$ cat src/ccs_pkg.sv
// ----------------------------------------------------------------------------
// ccs_pkg
// shared types and constants for the comment stripper
// ----------------------------------------------------------------------------
package ccs_pkg;

	localparam int QUEUE_DEPTH = 4;
	localparam int QPTR_W      = $clog2(QUEUE_DEPTH);
	localparam int QCNT_W      = $clog2(QUEUE_DEPTH + 1);

	localparam logic [7:0] CH_SLASH = 8'h2F;
	localparam logic [7:0] CH_STAR  = 8'h2A;
	localparam logic [7:0] CH_BSL   = 8'h5C;
	localparam logic [7:0] CH_DQ    = 8'h22;
	localparam logic [7:0] CH_SQ    = 8'h27;
	localparam logic [7:0] CH_NL    = 8'h0A;

	typedef enum logic [2:0] {
		MODE_NORMAL = 3'd0,
		MODE_SLASH  = 3'd1,
		MODE_BLOCK  = 3'd2,
		MODE_BSTAR  = 3'd3,
		MODE_LINE   = 3'd4,
		MODE_SQ     = 3'd5,
		MODE_DQ     = 3'd6
	} lex_mode_t;

	// one queued request: a byte, optionally preceded by a held slash
	typedef struct packed {
		logic       two;
		logic [7:0] ch;
	} ccs_entry_t;

	typedef struct packed {
		logic              full;
		logic              empty;
		logic [QCNT_W-1:0] count;
	} ccs_qstat_t;

endpackage

$ cat src/c_comment_stripper_core.sv
// ----------------------------------------------------------------------------
// c_comment_stripper_core
// source text byte stream filter that removes block and line comments
// ----------------------------------------------------------------------------
// One byte is accepted per clock while full is low. The classifier updates the
// lexical mode in the cycle of acceptance and posts an emit request to a
// four-entry queue; the output side turns each request into one or two bytes
// (a released slash followed by the byte), one byte per cycle from the output
// register while the consumer keeps popping, so a kept byte passes through
// the queue and the output register before it shows on the result ports.
// Dropped bytes produce no result. Input throughput is one byte per cycle;
// full rises only when the queue fills, under output back-pressure only.
// last marks the final output byte caused by one input byte.
module c_comment_stripper_core (
	input  logic       clk,
	input  logic       arst_n,
	input  logic       cfg_we,
	input  logic       cfg_wdata,
	input  logic       push,
	output logic       full,
	input  logic [7:0] char_in,
	input  logic       pop,
	output logic       empty,
	output logic [7:0] char_out,
	output logic       last
);

	logic                take;
	logic                req_push;
	ccs_pkg::ccs_entry_t req_in, req_out;
	logic                req_pop;
	ccs_pkg::ccs_qstat_t qstat;

	assign full = qstat.full;
	assign take = push && !qstat.full;

	ccs_front u_front (
		.clk       (clk),
		.arst_n    (arst_n),
		.cfg_we    (cfg_we),
		.cfg_wdata (cfg_wdata),
		.take      (take),
		.char_in   (char_in),
		.req_push  (req_push),
		.req       (req_in)
	);

	ccs_queue u_queue (
		.clk     (clk),
		.arst_n  (arst_n),
		.push    (req_push),
		.wr_data (req_in),
		.pop     (req_pop),
		.rd_data (req_out),
		.stat    (qstat)
	);

	ccs_back u_back (
		.clk       (clk),
		.arst_n    (arst_n),
		.req_valid (!qstat.empty),
		.req       (req_out),
		.req_pop   (req_pop),
		.pop       (pop),
		.empty     (empty),
		.char_out  (char_out),
		.last      (last)
	);

`ifndef NO_ASSERTIONS
	a_count_bound: assert property (@(posedge clk) disable iff (!arst_n)
		qstat.count <= ccs_pkg::QCNT_W'(ccs_pkg::QUEUE_DEPTH))
		else $error("request queue count beyond depth");

	a_nonlast_is_slash: assert property (@(posedge clk) disable iff (!arst_n)
		(!empty && !last) |-> (char_out == ccs_pkg::CH_SLASH))
		else $error("non-final output byte is not a released slash");

	a_pop_when_ready: assert property (@(posedge clk) disable iff (!arst_n)
		req_pop |-> (!qstat.empty && (empty || pop)))
		else $error("queue drained while output register blocked");
`endif

endmodule

$ cat src/ccs_front.sv
// ----------------------------------------------------------------------------
// ccs_front
// lexical mode tracker, classifies each byte into an emit request
// ----------------------------------------------------------------------------
module ccs_front (
	input  logic                clk,
	input  logic                arst_n,
	input  logic                cfg_we,
	input  logic                cfg_wdata,
	input  logic                take,
	input  logic [7:0]          char_in,
	output logic                req_push,
	output ccs_pkg::ccs_entry_t req
);

	ccs_pkg::lex_mode_t mode_q, mode_d;
	logic               esc_q, esc_d;
	logic               strip_q;
	logic               emit;
	logic               is_quote;
	ccs_pkg::lex_mode_t quote_mode;
	logic [7:0]         closer;

	assign is_quote   = (char_in == ccs_pkg::CH_DQ) || (char_in == ccs_pkg::CH_SQ);
	assign quote_mode = (char_in == ccs_pkg::CH_DQ) ? ccs_pkg::MODE_DQ : ccs_pkg::MODE_SQ;
	assign closer     = (mode_q == ccs_pkg::MODE_DQ) ? ccs_pkg::CH_DQ : ccs_pkg::CH_SQ;

	// next state
	always_comb begin
		mode_d = mode_q;
		esc_d  = esc_q;
		unique case (mode_q)
			ccs_pkg::MODE_SLASH: begin
				if (char_in == ccs_pkg::CH_STAR) begin
					mode_d = ccs_pkg::MODE_BLOCK;
				end else if (char_in == ccs_pkg::CH_SLASH) begin
					if (strip_q) begin
						mode_d = ccs_pkg::MODE_LINE;
					end
				end else if (is_quote) begin
					mode_d = quote_mode;
					esc_d  = 1'b0;
				end else begin
					mode_d = ccs_pkg::MODE_NORMAL;
				end
			end
			ccs_pkg::MODE_BLOCK: begin
				if (char_in == ccs_pkg::CH_STAR) begin
					mode_d = ccs_pkg::MODE_BSTAR;
				end
			end
			ccs_pkg::MODE_BSTAR: begin
				if (char_in == ccs_pkg::CH_SLASH) begin
					mode_d = ccs_pkg::MODE_NORMAL;
				end else if (char_in != ccs_pkg::CH_STAR) begin
					mode_d = ccs_pkg::MODE_BLOCK;
				end
			end
			ccs_pkg::MODE_LINE: begin
				if (char_in == ccs_pkg::CH_NL) begin
					mode_d = ccs_pkg::MODE_NORMAL;
				end
			end
			ccs_pkg::MODE_SQ, ccs_pkg::MODE_DQ: begin
				if (char_in == ccs_pkg::CH_BSL) begin
					esc_d = ~esc_q;
				end else begin
					if (char_in == closer && !esc_q) begin
						mode_d = ccs_pkg::MODE_NORMAL;
					end
					esc_d = 1'b0;
				end
			end
			default: begin
				// normal text, also any unused code
				if (char_in == ccs_pkg::CH_SLASH) begin
					mode_d = ccs_pkg::MODE_SLASH;
				end else if (is_quote) begin
					mode_d = quote_mode;
					esc_d  = 1'b0;
				end else begin
					mode_d = ccs_pkg::MODE_NORMAL;
				end
			end
		endcase
	end

	// outputs
	always_comb begin
		emit     = 1'b0;
		req.two  = 1'b0;
		req.ch   = char_in;
		unique case (mode_q)
			ccs_pkg::MODE_SLASH: begin
				if (char_in == ccs_pkg::CH_SLASH) begin
					emit = !strip_q;
				end else if (char_in != ccs_pkg::CH_STAR) begin
					emit    = 1'b1;
					req.two = 1'b1;
				end
			end
			ccs_pkg::MODE_BLOCK, ccs_pkg::MODE_BSTAR: begin
				emit = 1'b0;
			end
			ccs_pkg::MODE_LINE: begin
				emit = (char_in == ccs_pkg::CH_NL);
			end
			ccs_pkg::MODE_SQ, ccs_pkg::MODE_DQ: begin
				emit = 1'b1;
			end
			default: begin
				emit = (char_in != ccs_pkg::CH_SLASH);
			end
		endcase
	end

	assign req_push = take && emit;

	always_ff @(posedge clk or negedge arst_n) begin
		if (!arst_n) begin
			mode_q  <= ccs_pkg::MODE_NORMAL;
			esc_q   <= 1'b0;
			strip_q <= 1'b1;
		end else begin
			if (cfg_we) begin
				strip_q <= cfg_wdata;
			end
			if (take) begin
				mode_q <= mode_d;
				esc_q  <= esc_d;
			end
		end
	end

endmodule

$ cat src/ccs_queue.sv
// ----------------------------------------------------------------------------
// ccs_queue
// short request queue between classifier and output side
// ----------------------------------------------------------------------------
module ccs_queue (
	input  logic                clk,
	input  logic                arst_n,
	input  logic                push,
	input  ccs_pkg::ccs_entry_t wr_data,
	input  logic                pop,
	output ccs_pkg::ccs_entry_t rd_data,
	output ccs_pkg::ccs_qstat_t stat
);

	ccs_pkg::ccs_entry_t               mem_q [ccs_pkg::QUEUE_DEPTH];
	logic [ccs_pkg::QPTR_W-1:0]        wr_ptr_q, rd_ptr_q;
	logic [ccs_pkg::QCNT_W-1:0]        count_q;
	logic                              do_push, do_pop;

	assign stat.count = count_q;
	assign stat.empty = (count_q == '0);
	assign stat.full  = (count_q == ccs_pkg::QCNT_W'(ccs_pkg::QUEUE_DEPTH));
	assign do_push    = push && !stat.full;
	assign do_pop     = pop && !stat.empty;
	assign rd_data    = mem_q[rd_ptr_q];

	always_ff @(posedge clk) begin
		if (do_push) begin
			mem_q[wr_ptr_q] <= wr_data;
		end
	end

	always_ff @(posedge clk or negedge arst_n) begin
		if (!arst_n) begin
			wr_ptr_q <= '0;
			rd_ptr_q <= '0;
			count_q  <= '0;
		end else begin
			if (do_push) begin
				wr_ptr_q <= wr_ptr_q + 1'b1;
			end
			if (do_pop) begin
				rd_ptr_q <= rd_ptr_q + 1'b1;
			end
			unique case ({do_push, do_pop})
				2'b10:   count_q <= count_q + 1'b1;
				2'b01:   count_q <= count_q - 1'b1;
				default: count_q <= count_q;
			endcase
		end
	end

endmodule

$ cat src/ccs_back.sv
// ----------------------------------------------------------------------------
// ccs_back
// expands queued requests into output bytes, holds the output register
// ----------------------------------------------------------------------------
module ccs_back (
	input  logic                clk,
	input  logic                arst_n,
	input  logic                req_valid,
	input  ccs_pkg::ccs_entry_t req,
	output logic                req_pop,
	input  logic                pop,
	output logic                empty,
	output logic [7:0]          char_out,
	output logic                last
);

	logic       out_valid_q;
	logic [7:0] char_q;
	logic       last_q;
	logic       phase_q;
	logic       load;
	logic       send_slash;

	assign load       = req_valid && (!out_valid_q || pop);
	assign send_slash = req.two && !phase_q;
	assign req_pop    = load && !send_slash;

	assign empty    = !out_valid_q;
	assign char_out = char_q;
	assign last     = last_q;

	always_ff @(posedge clk) begin
		if (load) begin
			char_q <= send_slash ? ccs_pkg::CH_SLASH : req.ch;
			last_q <= !send_slash;
		end
	end

	always_ff @(posedge clk or negedge arst_n) begin
		if (!arst_n) begin
			out_valid_q <= 1'b0;
			phase_q     <= 1'b0;
		end else begin
			if (load) begin
				out_valid_q <= 1'b1;
				phase_q     <= send_slash;
			end else if (pop) begin
				out_valid_q <= 1'b0;
			end
		end
	end

endmodule
$ cat config.mk
export PLATFORM = sky130hd
export DESIGN_NAME = c_comment_stripper_core
export DESIGN_NICKNAME = d
export VERILOG_FILES = /design/src/ccs_pkg.sv /design/src/c_comment_stripper_core.sv /design/src/ccs_front.sv /design/src/ccs_queue.sv /design/src/ccs_back.sv
export SDC_FILE = /design/constraint.sdc
export NUM_CORES = 1
export LEC_CHECK = 0
export ABC_AREA = 1
export BUFFER_PORTS_ARGS = -buffer_cell sky130_fd_sc_hd__buf_2
export CORE_ASPECT_RATIO = 1.2
export CORE_MARGIN = 2
export CORE_UTILIZATION = 30
export CTS_CLUSTER_DIAMETER = 100
export DETAILED_ROUTE_END_ITERATION = 10
export PLACE_DENSITY = 0.44
export SLEW_MARGIN = 0
export SYNTH_ARGS = -nofsm -noshare
export SYNTH_HDL_FRONTEND = slang
export SYNTH_HIERARCHICAL = 1
export SYNTH_SLANG_ARGS = --single-unit
$ cat constraint.sdc
create_clock -name clk -period 2.4 [get_ports clk]
set_clock_uncertainty 0.2 [all_clocks]
set_input_delay 0.24 -clock clk [delete_from_list [all_inputs] [get_ports clk]]
set_output_delay 0.24 -clock clk [all_outputs]
set_load 0.01 [all_outputs]
==> impl_metrics.tcl, run 1 <==
set metrics [dict create \
    h-tree-depth 3 \
    hpwl_um 4710 \
    topRoutingLayerUsed "met4" \
    insertedDiodeCount 0 \
    wl_met1_um 2810 \
    hold_viol 0 \
    ff_latch_area_sq_mm 0.00171 \
    drt_first_pass_iters 4 \
    slew_violations 0 \
    cp-end-kind "flip-flop" \
    place_area_sq_mm 0.00356 \
    ios 25 \
    syn_inst 338 \
    pwr_density_cell_mw_per_mm2 1250 \
    final_nets 417 \
    clk-insertion-delay-late_ns 0.33 \
    min_period_over_period_pct 95.3 \
    syn_to_final_growth_pct 25.5 \
    cp-start-kind "flip-flop" \
    syn_area_per_cell_sq_um 9.39 \
    period_needed_ns 2.29 \
    reg2reg_setup_slack_ns 0.11 \
    synth.top_cell.area_share_pct 42.6 \
    yosysWarnings 6 \
    fin_setup_tns_ns 0 \
    ys_async_sr_fraction_pct 23.7 \
    path_clk_slew_ns 0.05 \
    critPathMaxFanout 6 \
    p_total_mw 4.99 \
    ys_ff_latch 59 \
    syn_nets 358 \
    setup_viol 0 \
    drv_cap 0 \
    cts_buffers 9 \
    synth-edff-count 45 \
    drc 0 \
    synth_flop_cell "edfxtp_1" \
    vias 2292 \
    synth_seq_area_share_pct 53.6 \
    antenna_found_initial 0 \
    cts-root-buf "clkbuf_16" \
    drt_wl_total_um 6550 \
    p_leak_nw 1.86 \
    layout_setup_ws_ns 0.112 \
    gp_congestion 0.866 \
    fmax_mhz 437 \
    synth_area_leaders "edfxtp_1 43%, nand2_1 11%, dfrtp_1 10%" \
    multi_input_area_sq_mm 0.00113 \
    vias_per_cell 4.32 \
    final_layout_size_suffix_gt1_share_pct 32.8 \
    drtIter0Drc 72 \
    place.port_buffers 24 \
    core_area_sq_mm 0.0104 \
    met2WireLength_um 3390 \
    grt_pass1_vias 2234 \
    hp-class "in2reg" \
    yosys-top-cells-count "95 x nand2_1, 56 x inv_1, 45 x edfxtp_1" \
    die_h_um 117 \
    hold_slack_ns 0.0442 \
    final_area_sq_mm 0.00398 \
    arrival_ns 2.30 \
    cts_max_path_buffers 2 \
    cts_tree "done" \
    grt_overflow 0 \
    place_ws_ns -0.0532 \
    crit_required_ns 2.41 \
    netlist_area_sq_mm 0.00317 \
    synth_most_common_cell "nand2_1" \
    wl_per_cell_um 12.3 \
    yosysTopAreaCell "edfxtp_1" \
    die_area_sq_mm 0.0114 \
    postRouteAntennaNets 0 \
    critPathKind "reg2reg" \
    fillCellCount 1050 \
    yosysUniqueCellTypes 33 \
    cts_sinks 59 \
    grt_usage_pct 12.7 \
    tightest_slew_ns 0.402 \
    grt_pass1_wl_um 11000 \
    met3_length_um 187 \
    die_w_um 97.9 \
    status "finished clean" \
    vdd_drop_max_uv 418 \
    rows 41 \
    grt_max_degree 33 \
    floorplan.initialDensity_pct 30.5 \
    max_slew_margin_pct 73.2 \
]
power by group:
| group | leakage, nW | switching, mW | internal, mW |
|---|---|---|---|
| logic | 1.13 | 1.17 | 0.814 |
| clock network | 0.147 | 0.457 | 0.903 |
| registers | 0.585 | 0.139 | 1.51 |
| total | 1.86 | 1.77 | 3.22 |
flip-flops by register name (all words and copies together) (netlist names):
| register | flops |
|---|---|
| u_front/strip_q | 1 |
| u_front/esc_q | 1 |
| u_front/mode_q | 3 |
| u_queue/wr_ptr_q | 2 |
| u_back/char_out | 8 |
| u_back/out_valid_q | 1 |
| u_queue/count_q | 3 |
| u_back/last | 1 |
| u_queue/mem_q | 36 |
| u_queue/rd_ptr_q | 2 |
| u_back/phase_q | 1 |
worst paths after layout:
kind	start	to	cells past startpoint
worst max-delay path	u_front/mode_q[0]	u_queue/count_q[1]	11
worst min-delay path	char_in[4]	u_queue/mem_q[0][4]	2
worst max register to register	u_front/mode_q[0]	u_queue/count_q[1]	11
worst min register to register	u_queue/count_q[0]	u_queue/count_q[0]	1
max in group asynchronous	arst_n	u_front/strip_q	2
min in group asynchronous	arst_n	u_back/out_valid_q	2
what timing repair did:
action | 4_1_cts | 5_1_grt
hold buffers | 4 | 0
gates resized for setup | 4 | 11
endpoints found under the hold margin | 16 | 0
pin swaps | 1 | 3
endpoints found under the setup margin | 1 | 2
buffers inserted | 3 | 2
placed cells by master, fill, tap and decap left out:
cell type      Yosys  layout
buf_4              9      35
xnor2_1            1       1
a21oi_2            1       2
nand3_1           19      18
o211ai_2          18      18
fa_2               0       1
o21ai_1            2       3
clkbuf_16          0       9
dlygate4sd3_1      0       4
or2_2              1       1
o21ai_2            1       2
nor2_4             3       4
inv_6              0       1
or2_1              4       4
ha_2               0       1
ha_1               5       4
o22ai_1            1       1
dfstp_2            1       1
o211ai_1           1       1
nor2_1            25      22
nand3_2            0       1
edfxtp_1          45      45
dfrtp_2            0       3
nand3b_1           1       1
inv_2             10      11
nor2_2             4       6
nand4_1            3       3
nand2_2            5       7
nor3_2             0       1
buf_2              2      24
inv_1             56      55
nor4_1             2       2
bufinv_16          0       2
o21ai_0            3       1
clkinvlp_4         0       2
dfrtp_1           13      10
nand2_1           95      93
clkinv_1           0       2
critical path: stages, from the launching register on:
cell	delay, ns
dfrtp_2	0.44
nor2_2	0.14
nor2_1	0.07
a21oi_2	0.23
nand2_1	0.08
nand2_1	0.08
nor2_2	0.05
nand2_2	0.07
ha_2	0.18
inv_2	0.04
fa_2	0.51
o21ai_1	0.07
per-stage QoR:
| stage | utilization [%] | instances |
|---|---|---|
| 3_3_place_gp | 34.1 | 506 |
| 2_1_floorplan | - | 338 |
| 5_1_grt | 38.3 | 531 |
| 6_report | 38.3 | 531 |
| 4_1_cts | 37.8 | 529 |
| 3_5_place_dp | 34.1 | 506 |
area by class of cell:
class	count	area share, %
clock buffer	9	5.65
clock inverter	7	2.29
inverter	66	6.22
multi-input combinational	198	28.3
sequential	59	42.8
tap	129	4.05
timing repair buffer	63	10.6
per-layer routing:
metal	global-route usage (%)	vias to the layer above
met5	0	-
li1	-	1189
met3	3.11	12
met1	14.0	1057
met4	6.67	0
met2	22.6	34
cell families (layout without fill, tap and decap cells):
group,after synthesis,after routing,synth area share [%]
flops,59,59,53.6
simple gates,163,163,22.4
xor+xnor,1,1,0.276
compound gates,28,28,9.03
fa+ha+maj,6,6,2.60
buf+inv,81,145,12.1
Power figures use the tool's default switching activity.
==> inputs of run 2 (changes only) <==
CELL_PAD_IN_SITES_DETAIL_PLACEMENT = 1   (was unset)
CELL_PAD_IN_SITES_GLOBAL_PLACEMENT = 2   (was unset)
PLACE_DENSITY = 0.65   (was 0.44)
==> run 2 against run 1 <==
- count of clock-buffer cells in the layout unchanged
- register-to-register slack improved by 0.04 ns
- wire length increased by 10%
- total power increased by 2.8%
- critical endpoint is now u_queue/count_q[2]
==> impl_metrics.tcl, run 2 (synthesis gave the netlist of run 1 again) <==
set metrics [dict create \
    rows 41 \
    grt_usage_pct 14.0 \
    cts_sinks 59 \
    place.port_buffers 24 \
    cp-start-kind "flip-flop" \
    grt_max_degree 33 \
    period_needed_ns 2.25 \
    drt_wl_total_um 7220 \
    layout_setup_ws_ns 0.155 \
    gp_congestion 0.782 \
    final_layout_size_suffix_gt1_share_pct 35.5 \
    vdd_drop_max_uv 414 \
    arrival_ns 2.26 \
    multi_input_area_sq_mm 0.00115 \
    path_clk_slew_ns 0.05 \
    instances_no_fill 535 \
    met2WireLength_um 3940 \
    drv_cap 0 \
    critPathKind "reg2reg" \
    floorplan.initialDensity_pct 30.5 \
    status "finished clean" \
    regMostFlops "u_queue/mem_q" \
    wl_met1_um 2980 \
    grt_pass1_vias 2526 \
    met3_length_um 212 \
    largest_reg_flops 36 \
    vias 2375 \
    dp_cells 509 \
    drtIter0Drc 61 \
    layout_commonest_cell "nand2_1" \
    critPathMaxFanout 6 \
    slew_violations 0 \
    grt_pass1_wl_um 12100 \
    setup_viol 0 \
    place_ws_ns -0.0511 \
    max_slew_margin_pct 73.3 \
    crit_required_ns 2.42 \
    topRoutingLayerUsed "met4" \
    die_area_sq_mm 0.0114 \
    hold_viol 0 \
    path_buf_inv 2 \
    min_period_over_period_pct 93.5 \
    hpwl_um 5450 \
    ios 25 \
    tightest_slew_ns 0.400 \
    insertedDiodeCount 0 \
    cts-root-buf "clkbuf_16" \
    path_delay_family "simple AND/OR/NAND/NOR gates" \
    cts_buffers 9 \
    fin_setup_tns_ns 0 \
    slowest_delay_ns 0.46 \
    fillCellCount 1235 \
    final_cell_mix "90 x nand2_1, 52 x inv_1, 45 x edfxtp_1" \
    antenna_found_initial 0 \
    p_total_mw 5.13 \
    p_leak_nw 1.88 \
    h-tree-depth 3 \
    grt_overflow 0 \
    path_cells "nand3b_1 > o21ai_2 > inv_2 > o21ai_2 > nor3_2 > nor2_2 > nand2_2 > ha_4 > inv_4 > fa_2 > nand2_2 > nand3_1 > nand2_1 > nand2_1" \
    drc 0 \
    slowest_stage "dfrtp_2" \
    cp-end-kind "flip-flop" \
    cts_max_path_buffers 2 \
    core_area_sq_mm 0.0104 \
    die_w_um 97.9 \
    cts_tree "done" \
    wl_per_cell_um 13.5 \
    hp-class "in2reg" \
    vias_per_cell 4.44 \
    final_nets 421 \
    die_h_um 117 \
    ff_latch_area_sq_mm 0.00171 \
    clk-insertion-delay-late_ns 0.33 \
    syn_to_final_growth_pct 27.3 \
    fmax_mhz 445 \
    pwr_density_cell_mw_per_mm2 1270 \
    drt_first_pass_iters 4 \
    postRouteAntennaNets 0 \
]
[run 2: cell count changes in the layout (fill, tap and decap cells not counted), sizes merged]
cell and delta:
buf +5, dlygate4sd3 -1
[run 2: worst paths after layout]
path                                       to               start  cells past startpoint  slack [ns]
max reg2reg                u_queue/count_q[2]   u_front/mode_q[2]                     14        0.15
min in group asynchronous  u_back/out_valid_q              arst_n                      2        0.17
max in group asynchronous     u_front/strip_q              arst_n                      2        1.51
max                        u_queue/count_q[2]   u_front/mode_q[2]                     14        0.15
min                        u_back/out_valid_q                 pop                      4        0.02
min reg2reg                u_queue/count_q[0]  u_queue/count_q[0]                      1        0.29
[run 2: report_power, final]
part	switching, mW	internal (mW)
sequential	0.151	1.51
combinational	1.22	0.889
clock	0.460	0.904
total	1.83	3.30
[run 2: layer usage]
layer,global-route usage [%],vias to the layer above
met5,0,-
met1,14.8,1141
met2,26.6,29
met4,5.28,0
li1,-,1198
met3,3.77,7
[run 2: area by class of cell]
class                   instances  share of cell area [%]
repair buffers                 67                    11.1
well taps                     129                    3.99
clock buffers                   9                    5.57
clock inverters                 7                    2.26
multi-input cells             198                    28.5
inverters                      66                    6.25
flip-flops and latches         59                    42.2
[run 2: what timing repair did]
action | 4_1_cts | 5_1_grt
setup buffers | 2 | 5
hold buffers | 3 | 0
gates resized for setup | 3 | 23
endpoints found under the hold margin | 15 | 0
pin swaps | 2 | 9
endpoints found under the setup margin | 2 | 36
[run 2: metrics by stage]
step / hold WS, ns / instance area (sq um) / util (%)
2_1_floorplan: -0.256 / 3180 / -
3_3_place_gp: -0.00765 / 3580 / 34.4
3_5_place_dp: -0.00609 / 3580 / 34.4
4_1_cts: 0.00490 / 3940 / 37.8
5_1_grt: 0.0534 / 4040 / 38.8
6_report: 0.0170 / 4040 / 38.8
[run 2: worst min-delay path, stage by stage]
cell	delay, ns
buf_2	0.07
inv_1	0.03
nand2_1	0.09
nand2_1	0.07
